**src/hw/rtl/hkr_pkg.sv**
```systemverilog
`timescale 1ns / 1ps
`default_nettype none

package hkr_pkg;

  localparam int KEY_SLOTS_DEF = 6;
  localparam int REPORT_SLOTS  = 6;

  typedef enum logic [2:0] {
    REQ_KEY_DOWN   = 3'd0,
    REQ_KEY_UP     = 3'd1,
    REQ_KEY_PRESS  = 3'd2,
    REQ_MOD_DOWN   = 3'd3,
    REQ_MOD_UP     = 3'd4,
    REQ_MOD_TOGGLE = 3'd5,
    REQ_MOD_PRESS  = 3'd6
  } req_type_t;

  typedef struct packed {
    logic [2:0] req_type;
    logic [7:0] code;
  } req_word_t;

  typedef struct packed {
    logic       report_sent;
    logic [7:0] modifier_bits;
    logic [7:0] key_slot_0;
    logic [7:0] key_slot_1;
    logic [7:0] key_slot_2;
    logic [7:0] key_slot_3;
    logic [7:0] key_slot_4;
    logic [7:0] key_slot_5;
    logic       last;
  } rpt_word_t;

  // Controller to datapath
  typedef struct packed {
    logic apply_first;   // apply the accepted request (down half of a press)
    logic apply_second;  // apply the up half of a pending press
    logic last;          // mark the word being loaded as final
  } hkr_cmd_t;

  // Datapath to controller
  typedef struct packed {
    logic in_press;      // offered request is a press
  } hkr_status_t;

endpackage

`default_nettype wire

```
**src/hw/rtl/hkr_ctrl.sv**
```systemverilog
`timescale 1ns / 1ps
`default_nettype none

module hkr_ctrl (
  input  wire logic                clk,
  input  wire logic                rst,
  input  wire logic                req_valid,
  output logic                     req_ready,
  output logic                     rpt_valid,
  input  wire logic                rpt_ready,
  input  wire hkr_pkg::hkr_status_t status,
  output hkr_pkg::hkr_cmd_t        cmd
);

  typedef enum logic [1:0] {
    ST_IDLE   = 2'b01,
    ST_SECOND = 2'b10
  } state_t;

  state_t state;
  state_t state_next;
  logic   slot_free;
  logic   rpt_valid_next;

  // Output register may be reloaded when empty or being drained this cycle.
  assign slot_free = !rpt_valid || rpt_ready;
  // Hold off requests while in reset.
  assign req_ready = !rst && (state == ST_IDLE) && slot_free;

  always_comb begin
    cmd.apply_first  = req_valid && req_ready;
    cmd.apply_second = (state == ST_SECOND) && slot_free;
    cmd.last         = cmd.apply_second || !status.in_press;
    state_next       = state;
    case (state)
      ST_IDLE: begin
        if (cmd.apply_first && status.in_press) begin
          state_next = ST_SECOND;
        end
      end
      ST_SECOND: begin
        if (cmd.apply_second) begin
          state_next = ST_IDLE;
        end
      end
      default: begin
        state_next = ST_IDLE;
      end
    endcase
  end

  always_comb begin
    if (cmd.apply_first || cmd.apply_second) begin
      rpt_valid_next = 1'b1;
    end else if (rpt_ready) begin
      rpt_valid_next = 1'b0;
    end else begin
      rpt_valid_next = rpt_valid;
    end
  end

  always_ff @(posedge clk) begin
    if (rst) begin
      state     <= ST_IDLE;
      rpt_valid <= 1'b0;
    end else begin
      state     <= state_next;
      rpt_valid <= rpt_valid_next;
    end
  end

endmodule

`default_nettype wire

```
**src/hw/rtl/hkr_dp.sv**
```systemverilog
`timescale 1ns / 1ps
`default_nettype none

module hkr_dp #(
  parameter int KEY_SLOTS = hkr_pkg::KEY_SLOTS_DEF
) (
  input  wire logic              clk,
  input  wire logic              rst,
  input  wire hkr_pkg::req_word_t req,
  input  wire hkr_pkg::hkr_cmd_t  cmd,
  output hkr_pkg::hkr_status_t    status,
  output hkr_pkg::rpt_word_t      rpt
);

  logic [7:0] slots      [KEY_SLOTS];
  logic [7:0] slots_next [KEY_SLOTS];
  logic [7:0] rep_slots  [hkr_pkg::REPORT_SLOTS];
  logic [7:0] mask;
  logic [7:0] mask_next;
  logic [7:0] pend_code;
  logic       pend_mod;
  logic [2:0] op;
  logic [7:0] cur_code;
  logic [KEY_SLOTS-1:0] free_sel;
  logic [KEY_SLOTS-1:0] match_sel;
  logic       seen_free;
  logic       seen_match;
  logic       code_ok;
  logic       mod_hit;
  logic       do_down;
  logic       do_up;
  logic       sent;

  assign status.in_press = (req.req_type == hkr_pkg::REQ_KEY_PRESS) ||
                           (req.req_type == hkr_pkg::REQ_MOD_PRESS);

  always_comb begin
    if (cmd.apply_second) begin
      op       = pend_mod ? hkr_pkg::REQ_MOD_UP : hkr_pkg::REQ_KEY_UP;
      cur_code = pend_code;
    end else begin
      op       = req.req_type;
      cur_code = req.code;
    end

    // First empty slot and first slot holding the code, as one-hot selects
    seen_free  = 1'b0;
    seen_match = 1'b0;
    for (int i = 0; i < KEY_SLOTS; i++) begin
      free_sel[i]  = (slots[i] == 8'd0) && !seen_free;
      match_sel[i] = (slots[i] == cur_code) && !seen_match;
      seen_free    = seen_free || (slots[i] == 8'd0);
      seen_match   = seen_match || (slots[i] == cur_code);
    end

    code_ok   = (cur_code != 8'd0);
    mod_hit   = ((mask & cur_code) != 8'd0);
    do_down   = 1'b0;
    do_up     = 1'b0;
    sent      = 1'b0;
    mask_next = mask;
    case (op)
      hkr_pkg::REQ_KEY_DOWN, hkr_pkg::REQ_KEY_PRESS: begin
        do_down = code_ok && (|free_sel);
      end
      hkr_pkg::REQ_KEY_UP: begin
        do_up = code_ok && (|match_sel);
      end
      hkr_pkg::REQ_MOD_DOWN, hkr_pkg::REQ_MOD_PRESS: begin
        mask_next = mask | cur_code;
        sent      = 1'b1;
      end
      hkr_pkg::REQ_MOD_UP: begin
        if (mod_hit) begin
          mask_next = mask & ~cur_code;
          sent      = 1'b1;
        end
      end
      hkr_pkg::REQ_MOD_TOGGLE: begin
        mask_next = mod_hit ? (mask & ~cur_code) : (mask | cur_code);
        sent      = 1'b1;
      end
      default: begin
      end
    endcase
    sent = sent || do_down || do_up;

    for (int i = 0; i < KEY_SLOTS; i++) begin
      if (do_down && free_sel[i]) begin
        slots_next[i] = cur_code;
      end else if (do_up && match_sel[i]) begin
        slots_next[i] = 8'd0;
      end else begin
        slots_next[i] = slots[i];
      end
    end
  end

  // Slots past the report width are kept but not shown; missing ones read zero.
  for (genvar j = 0; j < hkr_pkg::REPORT_SLOTS; j++) begin : g_rep
    if (j < KEY_SLOTS) begin : g_have
      assign rep_slots[j] = slots_next[j];
    end else begin : g_none
      assign rep_slots[j] = 8'd0;
    end
  end

  always_ff @(posedge clk) begin
    if (rst) begin
      mask <= 8'd0;
      for (int i = 0; i < KEY_SLOTS; i++) begin
        slots[i] <= 8'd0;
      end
    end else if (cmd.apply_first || cmd.apply_second) begin
      mask <= mask_next;
      for (int i = 0; i < KEY_SLOTS; i++) begin
        slots[i] <= slots_next[i];
      end
    end
  end

  always_ff @(posedge clk) begin
    if (cmd.apply_first) begin
      pend_code <= req.code;
      pend_mod  <= (req.req_type == hkr_pkg::REQ_MOD_PRESS);
    end
    if (cmd.apply_first || cmd.apply_second) begin
      rpt.report_sent   <= sent;
      rpt.modifier_bits <= mask_next;
      rpt.key_slot_0    <= rep_slots[0];
      rpt.key_slot_1    <= rep_slots[1];
      rpt.key_slot_2    <= rep_slots[2];
      rpt.key_slot_3    <= rep_slots[3];
      rpt.key_slot_4    <= rep_slots[4];
      rpt.key_slot_5    <= rep_slots[5];
      rpt.last          <= cmd.last;
    end
  end

endmodule

`default_nettype wire

```
**src/hw/rtl/hid_keyboard_report_slots.sv**
```systemverilog
// Keeps a boot-protocol keyboard report (KEY_SLOTS key slots, six shown, plus
// an 8-bit modifier mask) and answers each request word with one report word,
// or two for the press operations (down half with last low, then up half with
// last high). The rate is set by the single output register, which holds
// one report word at a time and is refilled in the cycle it is drained, so
// one word leaves per cycle while the consumer keeps rpt_ready high. No new
// request is taken while the second half of a press is outstanding.
`timescale 1ns / 1ps
`default_nettype none

module hid_keyboard_report_slots #(
  parameter int KEY_SLOTS = hkr_pkg::KEY_SLOTS_DEF
) (
  input  wire logic               clk,
  input  wire logic               rst,
  input  wire logic               req_valid,
  output logic                    req_ready,
  input  wire hkr_pkg::req_word_t req,
  output logic                    rpt_valid,
  input  wire logic               rpt_ready,
  output hkr_pkg::rpt_word_t      rpt
);

  hkr_pkg::hkr_cmd_t    cmd;
  hkr_pkg::hkr_status_t status;

  // Sequence requests, press halves and the output handshake
  hkr_ctrl u_ctrl (
    .clk       (clk),
    .rst       (rst),
    .req_valid (req_valid),
    .req_ready (req_ready),
    .rpt_valid (rpt_valid),
    .rpt_ready (rpt_ready),
    .status    (status),
    .cmd       (cmd)
  );

  // Hold slots and mask, apply the operation, and register the report word
  hkr_dp #(
    .KEY_SLOTS (KEY_SLOTS)
  ) u_dp (
    .clk    (clk),
    .rst    (rst),
    .req    (req),
    .cmd    (cmd),
    .status (status),
    .rpt    (rpt)
  );

endmodule

`default_nettype wire

```
**config.mk**
```make
export PLATFORM = sky130hd
export DESIGN_NAME = hid_keyboard_report_slots
export DESIGN_NICKNAME = d
export VERILOG_FILES = /design/src/hw/rtl/hkr_pkg.sv /design/src/hw/rtl/hkr_ctrl.sv /design/src/hw/rtl/hkr_dp.sv /design/src/hw/rtl/hid_keyboard_report_slots.sv
export SDC_FILE = /design/constraint.sdc
export NUM_CORES = 1
export LEC_CHECK = 0
export BUFFER_PORTS_ARGS = -buffer_cell sky130_fd_sc_hd__buf_2
export CORE_MARGIN = 10
export CORE_UTILIZATION = 55
export CTS_BUF_LIST = sky130_fd_sc_hd__clkbuf_8
export DETAILED_ROUTE_END_ITERATION = 10
export HOLD_SLACK_MARGIN = 0.05
export PLACE_DENSITY_LB_ADDON = 0.1
export SYNTH_ARGS = -nofsm -noshare
export SYNTH_HDL_FRONTEND = slang
export SYNTH_HIERARCHICAL = 1
export SYNTH_SLANG_ARGS = --single-unit
```
**constraint.sdc**
```tcl
create_clock -name clk -period 3.6 [get_ports clk]
set_input_delay 0.36 -clock clk [delete_from_list [all_inputs] [get_ports clk]]
set_output_delay 0.36 -clock clk [all_outputs]
set_load 0.03 [all_outputs]
```
==> out/results.txt, run 1 <==
Synth-to-Final Area Change: 19.6%
Register Area: 3670 sq um
Max frequency: 301 MHz
CTS Hold Bufs: 0
Gpl congestion: 0.945
Clock Skew: 12.0 ps
Yosys top cell area share: 55.3%
Total gr overflow: 0
Syn nets: 475
Wire per inst: 23.7 microns
Setup WS pre-CTS: 238 ps
Top-count cell post-synth: edfxtp_1
Synthesized area: 6240 sq um
First-pass GRT wire length: 26500 microns
Cells after Synth: 460
Crit Path Class: flip-flop to flip-flop
Drc violations: 0
Layout cells sized above 1: 28.7%
Post-Syn Area per Cell: 13.6 sq um
CTS tree: yes
Setup crit end kind: flip-flop
HP Class: input pin to flip-flop
RSZ-0062 raised after global routing: no
Pins Over Slew Limit: 0
Drt first pass iters: 5
Number of nets still failing antenna checks after routing: 0
GRT Overall Usage: 21.3%
Sequential element share of the synthesized area: 58.9%
Core Footprint: 11000 sq um
Setup WS post-layout: 276 ps
Final setup viols: 0
Antenna cells: 0
Row cnt: 38
Post-synth top cells: edfxtp_1, a22o_1, xnor2_1
CP Data Required Time: 3800 ps
Status: completed
# Max-Cap Violations: 0
Final hold vios: 0
Footprint of the multi-input gates: 2440 sq um
Placed Cells: 686
Vias in the first global route: 4673
Final nets: 580
Max FO, Critical Path: 16
Slew @ Worst Pin: 673 ps
Vias post-DR: 4668
Root buf cell: clkbuf_8
Dominant synthesized flop cell: edfxtp_1
Final cell count without fillers: 718
Final setup TNS: 0 ps
Clock Tree Buf Depth: 2
Initial Utilization: 56.8%
Largest net degree at the start of global routing: 49
Clk slew on worst S/H paths: 70 ps
Yosys cell types: 52
Worst-Skew Late Latency: 450 ps
Iteration-0 DRC count of the detailed router: 492
Post-layout util: 68.0%
Die H: 127 microns
Avg Vias per Cell: 6.50
Flops & latches, synth: 126
Synth area leaders: edfxtp_1, a22o_1, xnor2_1
Initial antenna violation count: 0
# fillers: 809
Fin crit share: 92.3%
Headroom to the max-slew limit: 55.1%
DPL Wire Length: 11800 microns
Chip width: 127 microns
Crit path DAT: 3520 ps
Total CTS buffers: 17
Worst VDD drop: 0.300 mV
Ys Warns: 6
Port bufs: 74
PD cells: 481 nW/um^2
Final worst path period need: 3320 ps
Drt total wl: 17000 microns
TritonCTS Sinks: 126
Post-synth ARST share: 0%
Cell taking the most area after synthesis: edfxtp_1
H-tree levels: 4
Number of flops mapped to enable cells by yosys: 115
Die area: 16000 sq um
Postcts setup bufs: 0
Post-CTS sizing: 0
I/O Pins: 75
Pleak: 0.00265 uW
Crit path launch type: flip-flop
[power breakdown]
group          switching, uW  internal, uW  total, uW
logic                    281           178        459
registers               66.0          1690       1760
clock network            535           835       1370
[per-layer routing]
layer	track usage (%)	part of all wire (%)
met1	26.4	40
met2	32.2	46
met3	7.87	10
met4	9.98	3.8
met5	0	0
[worst max-delay path, cell delays in order, from the launching register on]
cell	delay, ps
dfxtp_1	310
nand2b_1	180
nor2_2	540
buf_12	230
mux2i_4	250
buf_12	160
xnor2_1	70
nor4_1	350
nand2_1	160
or2_1	470
a32o_1	340
[worst paths after layout]
kind,start,endpoint,slack [ps],cells past startpoint
setup / recovery,u_ctrl/state[0],u_dp/slots[2][5],280,10
hold / removal,req[2],u_dp/pend_code[2],150,1
setup reg to reg,u_ctrl/state[0],u_dp/slots[2][5],280,10
hold reg to reg,u_ctrl/rpt_valid,u_ctrl/rpt_valid,530,2
[cell type report]
cell class,instances,area share [%]
sequential,126,49.2
multi-input combinational,308,32.7
timing repair buffer,111,9.69
clock buffer,22,4.06
tap,140,2.35
clock inverter,10,1.94
inverter,1,0.101
[flip-flops by register name, summed over array words and instances, names as in the netlist]
name              flops
u_dp/pend_code        8
u_dp/slots           48
u_ctrl/rpt_valid      1
u_dp/mask             8
u_dp/rpt             58
u_dp/pend_mod         1
u_ctrl/state          2
[kinds of logic after synthesis]
logic type             Yosys count  synth area share [%]
XOR/XNOR                        49                  6.88
AO/OA/AOI/OAI                  123                  16.8
flip-flops                     126                  58.9
multiplexers                    16                  4.19
buffers and inverters           26                  2.27
AND/OR/NAND/NOR                120                  11.0
[stage by stage]
| step | hold slack, ps | power [uW] | area, sq um |
|---|---|---|---|
| after floorplan | 429 | 2070 | 6240 |
| after global placement | 511 | 2240 | 7020 |
| after detailed placement | 510 | 2240 | 7020 |
| after CTS | 124 | 3610 | 7470 |
| after global routing | 124 | 3710 | 7470 |
| final | 152 | 3590 | 7470 |
[placed cells by master, fill, tap and decap left out, types with 3 or more instances in the layout]
cell type	instances
buf_2	74
nand2_1	16
buf_4	31
o22a_1	9
bufinv_16	4
nor2_1	28
dfxtp_1	11
nor3b_1	3
mux2i_4	7
xnor2_1	49
a211oi_1	8
a21oi_1	12
a22o_1	49
nor4_1	23
and2_1	17
nor3_1	5
a32o_1	32
edfxtp_1	115
inv_1	4
mux2_2	8
clkbuf_8	22
a22oi_1	3
buf_12	6
nand4_1	5
Power figures use the tool's default switching activity.
==> run 2, diff against run 1 <==
--- a/config.mk
+++ b/config.mk
@@ -6,6 +6,7 @@
 export NUM_CORES = 1
 export LEC_CHECK = 0
 export BUFFER_PORTS_ARGS = -buffer_cell sky130_fd_sc_hd__buf_2
+export CORE_ASPECT_RATIO = 1.2
 export CORE_MARGIN = 10
 export CORE_UTILIZATION = 55
 export CTS_BUF_LIST = sky130_fd_sc_hd__clkbuf_8
@@ -14,5 +15,4 @@
 export PLACE_DENSITY_LB_ADDON = 0.1
 export SYNTH_ARGS = -nofsm -noshare
 export SYNTH_HDL_FRONTEND = slang
-export SYNTH_HIERARCHICAL = 1
 export SYNTH_SLANG_ARGS = --single-unit
==> out/results.txt, run 2 <==
Final hold vios: 0 (unchanged)
DPL Wire Length: 13600 microns (+16%)
Worst-Skew Late Latency: 460 ps (about the same)
Met2 WL post-DR: 9800 microns (+25%)
Avg Vias per Cell: 6.49 (-0.24%)
Crit path DAT: 3450 ps (-70 ps)
Iteration-0 DRC count of the detailed router: 607 (+23%)
Hold slack final: 204 ps (+51.6 ps)
Setup WS post-layout: 323 ps (+46.4 ps)
Critical path origin: u_dp.pend_code[2]
Worst VDD drop: 0.288 mV (-4.1%)
Core Footprint: 12100 sq um (+10%)
RSZ-0062 raised after global routing: no
Sequential element share of the synthesized area: 54.1% (-4.8 points)
Clk slew on worst S/H paths: 80 ps (about the same)
Clock Skew: 16.7 ps (+4.71 ps)
Port bufs: 74 (unchanged)
R2r startpoint: u_dp.pend_code[2]
Flops & latches, synth: 126 (unchanged)
Worst reg-to-reg setup slack: 320 ps (+50 ps)
Initial Utilization: 56.1% (-0.73 points)
Pleak: 0.00284 uW (+7.5%)
Postcts setup bufs: 0 (unchanged)
Final setup TNS: 0 ps (unchanged)
Slew @ Worst Pin: 744 ps (+71.3 ps)
Dominant synthesized flop cell: edfxtp_1
Top-count cell post-synth: edfxtp_1
GRT Overall Usage: 23.6% (+2.4 points)
Layout cells sized above 1: 22.8% (-5.9 points)
Final nets: 686 (+18%)
Worst R2R End: u_dp.rpt[8]
Chip width: 121 microns (-4.0%)
Metal3 WL: 1700 microns (+0.41%)
Max FFs per register: 58 (unchanged)
M1 WL: 7950 microns (+17%)
Number of nets still failing antenna checks after routing: 0 (unchanged)
Root buf cell: clkbuf_8
Crit-path slowest cell: and4bb_1
Post-Syn Area per Cell: 11.5 sq um (-15%)
CTS Hold Bufs: 0 (unchanged)
Register Area: 3670 sq um (unchanged)
Min-Delay Path Depth: 1 (unchanged)
Post-synth ARST share: 0% (unchanged)
Pins Over Slew Limit: 0 (unchanged)
# fillers: 994 (+23%)
Vias post-DR: 5474 (+17%)
Cell taking the most area after synthesis: edfxtp_1
Final worst path period need: 3280 ps (-46.4 ps)
Top routing layer in use: met4
Crit path launch type: flip-flop
Max frequency: 305 MHz (+1.4%)
PD cells: 430 nW/um^2 (-11%)
Design Area, Final: 7670 sq um (+2.8%)
Total gr overflow: 0 (unchanged)
HP Class: input pin to flip-flop
Die area: 17200 sq um (+7.5%)
Wire per inst: 23.9 microns (+1.1%)
Post-synth top cells: edfxtp_1, nor2_1, a22o_1
Row cnt: 44 (+16%)
Drt first pass iters: 5 (unchanged)
Cells on worst reg2reg path: 7 (-3)
Crit Path Class: flip-flop to flip-flop
Antenna cells: 0 (unchanged)
Yosys cell types: 68 (+31%)
Final setup viols: 0 (unchanged)
Min-Delay Startpoint: req[0]
Headroom to the max-slew limit: 50.4% (-4.7 points)
Gpl congestion: 0.952 (+0.83%)
Die H: 142 microns (+12%)
Syn nets: 604 (+27%)
Synth-to-Final Area Change: 13.0%
Cells after Synth: 589 (+28%)
Drt total wl: 20200 microns (+19%)
Yosys top cell area share: 50.8% (-4.5 points)
Number of flops mapped to enable cells by yosys: 115 (unchanged)
Cell Area, Placed: 7350 sq um (+4.8%)
Synth area leaders: edfxtp_1, a22o_1, xnor2_1
Drc violations: 0 (unchanged)
Initial antenna violation count: 0 (unchanged)
Status: completed
CTS tree: yes
TritonCTS Sinks: 126 (unchanged)
I/O Pins: 75 (unchanged)
Reg with most FFs: u_dp.rpt
Synthesized area: 6790 sq um (+8.9%)
Max FO, Critical Path: 16 (unchanged)
Fin crit share: 91.0% (-1.3 points)
Biggest regs: u_dp.rpt x58, u_dp.slots x48
Crit path cell chain: xor2_1 -> a221o_1 -> a2111oi_0 -> o21ai_0 -> a2111oi_2 -> and4bb_1 -> nor2_1
# Max-Cap Violations: 0 (unchanged)
Vias in the first global route: 5447 (+17%)
Most common cell after layout, fill and taps aside: edfxtp_1
Footprint of the multi-input gates: 2850 sq um (+17%)
Total CTS buffers: 17 (unchanged)
H-tree levels: 4 (unchanged)
Largest net degree at the start of global routing: 59 (+20%)
Clock Tree Buf Depth: 2 (unchanged)
Post-CTS sizing: 0 (unchanged)
CP Data Required Time: 3780 ps (-20 ps)
Most frequent cells in the layout: edfxtp_1, buf_2, nor2_1, a22o_1, a21oi_1
First-pass GRT wire length: 31300 microns (+18%)
Setup WS pre-CTS: 279 ps (+41.2 ps)
Ys Warns: 0 (-6)
Hold endpoint: u_dp.pend_code[0]
Worst path max stage delay: 720 ps (+180 ps)
Setup crit end kind: flip-flop
[run 2: cell type report]
type | count | area share [%]
Inverter | 21 | 1.08
Timing Repair Buffer | 98 | 7.17
Sequential cell | 126 | 47.9
Tap cell | 161 | 2.62
Clock inverter | 14 | 1.14
Clock buffer | 17 | 3.05
Multi-Input combinational cell | 407 | 37.1
[run 2: worst max path at each step]
stage                              to  slack (ps)  cells after the start
floorplan           u_dp.slots[0][31]          10                     11
global placement          u_dp.rpt[8]         420                      9
detailed placement        u_dp.rpt[7]         280                      9
CTS                       u_dp.rpt[1]         400                      8
global route              u_dp.rpt[3]         170                      8
finish                    u_dp.rpt[8]         320                      7
[run 2: worst max-delay path: cells and delay by family (launching register included)]
family,cells,cell delay (ps)
compound gates,4,1240
xor+xnor,1,260
flops,1,640
simple gates,2,850
[run 2: kinds of logic (layout without fill, tap and decap cells)]
logic type	Yosys count	count (layout)	share of synthesized area (%)
buffers and inverters	56	150	4.18
DFF	126	126	54.1
xor gates and xnor gates	54	54	6.96
AOI/OAI and AO/OA	146	146	16.6
muxes	7	7	1.10
and+or+nand+nor	200	200	17.1
[run 2: through the flow]
| step | instances | power, uW | utilization [%] |
|---|---|---|---|
| 6_report | 844 | 3300 | 63.4 |
| 2_1_floorplan | 589 | 2100 | - |
| 3_3_place_gp | 813 | 2260 | 60.7 |
| 5_1_grt | 844 | 3420 | 63.4 |
| 4_1_cts | 844 | 3310 | 63.4 |
| 3_5_place_dp | 813 | 2270 | 60.7 |
[run 2: power by group]
part / leakage (uW) / internal, uW / switching [uW]
sequential: 0.00123 / 1690 / 84.2
combinational: 0.00144 / 162 / 310
clock: 0.000176 / 514 / 536
total: 0.00284 / 2370 / 930
[run 2: routing by layer]
layer / vias to the layer above / track usage (%)
met4: 0 / 11.5
met3: 54 / 6.27
met5: - / 0
met1: 2664 / 29.1
met2: 333 / 37.4
li1: 2423 / -
==> run 3, diff against run 2 <==
--- a/config.mk
+++ b/config.mk
@@ -11,8 +11,10 @@
 export CORE_UTILIZATION = 55
 export CTS_BUF_LIST = sky130_fd_sc_hd__clkbuf_8
 export DETAILED_ROUTE_END_ITERATION = 10
+export GPL_TIMING_DRIVEN = 0
 export HOLD_SLACK_MARGIN = 0.05
 export PLACE_DENSITY_LB_ADDON = 0.1
+export REMOVE_ABC_BUFFERS = 1
 export SYNTH_ARGS = -nofsm -noshare
 export SYNTH_HDL_FRONTEND = slang
 export SYNTH_SLANG_ARGS = --single-unit
==> out/results.txt, run 3 (synthesis gave the netlist of run 2 again) <==
Worst path max stage delay: 670 ps (-50 ps)
Status: completed
Crit path launch type: flip-flop
Final nets: 666 (-2.9%)
Vias in the first global route: 5240 (-3.8%)
Slew @ Worst Pin: 1040 ps (+292 ps)
Gpl congestion: 0.919 (-3.5%)
H-tree levels: 4 (unchanged)
Worst VDD drop: 0.250 mV (-13%)
Die area: 17200 sq um (unchanged)
Die H: 142 microns (unchanged)
Worst-Skew Late Latency: 460 ps (about the same)
HP Class: input pin to flip-flop
CTS tree: yes
Hold slack final: 208 ps (+3.71 ps)
Drt first pass iters: 5 (unchanged)
Final hold vios: 0 (unchanged)
Crit-path slowest cell: nor3b_4
Antenna cells: 0 (unchanged)
Total gr overflow: 0 (unchanged)
Drc violations: 0 (unchanged)
Total CTS buffers: 17 (unchanged)
CP Data Required Time: 3780 ps (about the same)
Max FFs per register: 58 (unchanged)
Clock Skew: 10.2 ps (-6.55 ps)
RSZ-0062 raised after global routing: no
TritonCTS Sinks: 126 (unchanged)
Pins Over Slew Limit: 0 (unchanged)
Largest net degree at the start of global routing: 32 (-46%)
Most frequent cells in the layout: edfxtp_1, buf_2, nor2_1, a22o_1, a21oi_1
WP buf/inv: 0 (unchanged)
DPL Wire Length: 12800 microns (-5.9%)
Biggest regs: u_dp.rpt x58, u_dp.slots x48
Max frequency: 299 MHz (-2.1%)
Clk slew on worst S/H paths: 70 ps (about the same)
First-pass GRT wire length: 29900 microns (-4.5%)
Root buf cell: clkbuf_8
Headroom to the max-slew limit: 30.4% (-20 points)
Chip width: 121 microns (unchanged)
Final setup viols: 0 (unchanged)
Setup WS post-layout: 254 ps (-68.7 ps)
Reg with most FFs: u_dp.rpt
Crit path DAT: 3520 ps (+70 ps)
Drt total wl: 19500 microns (-3.5%)
# Max-Cap Violations: 0 (unchanged)
Min-Delay Path Depth: 1 (unchanged)
Crit path cell chain: nand2b_2 -> nor2_4 -> mux2i_2 -> xnor2_1 -> nor4_2 -> nor3b_4 -> nor3_1
Clock Tree Buf Depth: 2 (unchanged)
Worst reg-to-reg setup slack: 250 ps (-70 ps)
Most common cell after layout, fill and taps aside: edfxtp_1
Iteration-0 DRC count of the detailed router: 556 (-8.4%)
Layout cells sized above 1: 21.5% (-1.3 points)
Final worst path period need: 3350 ps (+68.7 ps)
Initial antenna violation count: 0 (unchanged)
Row cnt: 44 (unchanged)
Max FO, Critical Path: 16 (unchanged)
Tot Pwr: 3390 uW (+2.6%)
Wire per inst: 23.6 microns (-1.2%)
Pleak: 0.00279 uW (-1.7%)
Vias post-DR: 5372 (-1.9%)
Avg Vias per Cell: 6.51 (+0.40%)
Crit-path leading delay family: simple AND/OR/NAND/NOR gates
PD cells: 444 nW/um^2 (+3.2%)
Final setup TNS: 0 ps (unchanged)
Core Footprint: 12100 sq um (unchanged)
Cells on worst reg2reg path: 7 (unchanged)
GRT Overall Usage: 22.6% (-1.0 points)
# fillers: 976 (-1.8%)
I/O Pins: 75 (unchanged)
Synth-to-Final Area Change: 12.3%
Crit Path Class: flip-flop to flip-flop
Setup WS pre-CTS: -692 ps (-971 ps)
Setup crit end kind: flip-flop
Number of nets still failing antenna checks after routing: 0 (unchanged)
Crit path depth: 7 (unchanged)
Port bufs: 74 (unchanged)
Initial Utilization: 56.1% (unchanged)
Fin crit share: 92.9% (+1.9 points)
Postcts setup bufs: 0 (unchanged)
[run 3: power breakdown]
group          switching [uW]  internal (uW)
clock                     545            601
combinational             307            157
sequential               82.2           1690
total                     934           2450
[run 3: timing repair]
action	CTS	global route
gates cloned	0	1
pin swaps	0	1
hold buffers	0	0
setup endpoints to repair	52	48
gates resized for setup	5	3
[run 3: worst paths after layout]
check,from,end
setup reg to reg,u_ctrl.state[0],u_dp.slots[0][33]
setup / recovery,u_ctrl.state[0],u_dp.slots[0][33]
hold / removal,req[0],u_dp.pend_code[0]
hold reg to reg,u_ctrl.state[0],u_ctrl.rpt_valid
[run 3: per-layer routing]
metal | track usage, % | wire length, microns
met5 | 0 | 0
met4 | 11.7 | 797
met3 | 5.99 | 2000
met2 | 35.2 | 9200
met1 | 28.2 | 7500
[run 3: cell type report]
type                       instances  area [sq um]  share of cell area [%]
sequential                       126          3670                    48.2
inverter                          21          78.8                    1.03
clock inverter                    11          77.6                    1.02
tap                              161           201                    2.64
clock buffer                      21           289                    3.79
multi-input combinational        408          2880                    37.8
timing repair buffer              77           425                    5.58
[run 3: stage by stage]
step	cell area, sq um	util [%]	cells
3_3_place_gp	7160	59.1	789
4_1_cts	7600	62.8	824
5_1_grt	7630	63.0	825
2_1_floorplan	6590	-	554
3_5_place_dp	7220	59.6	792
6_report	7630	63.0	825
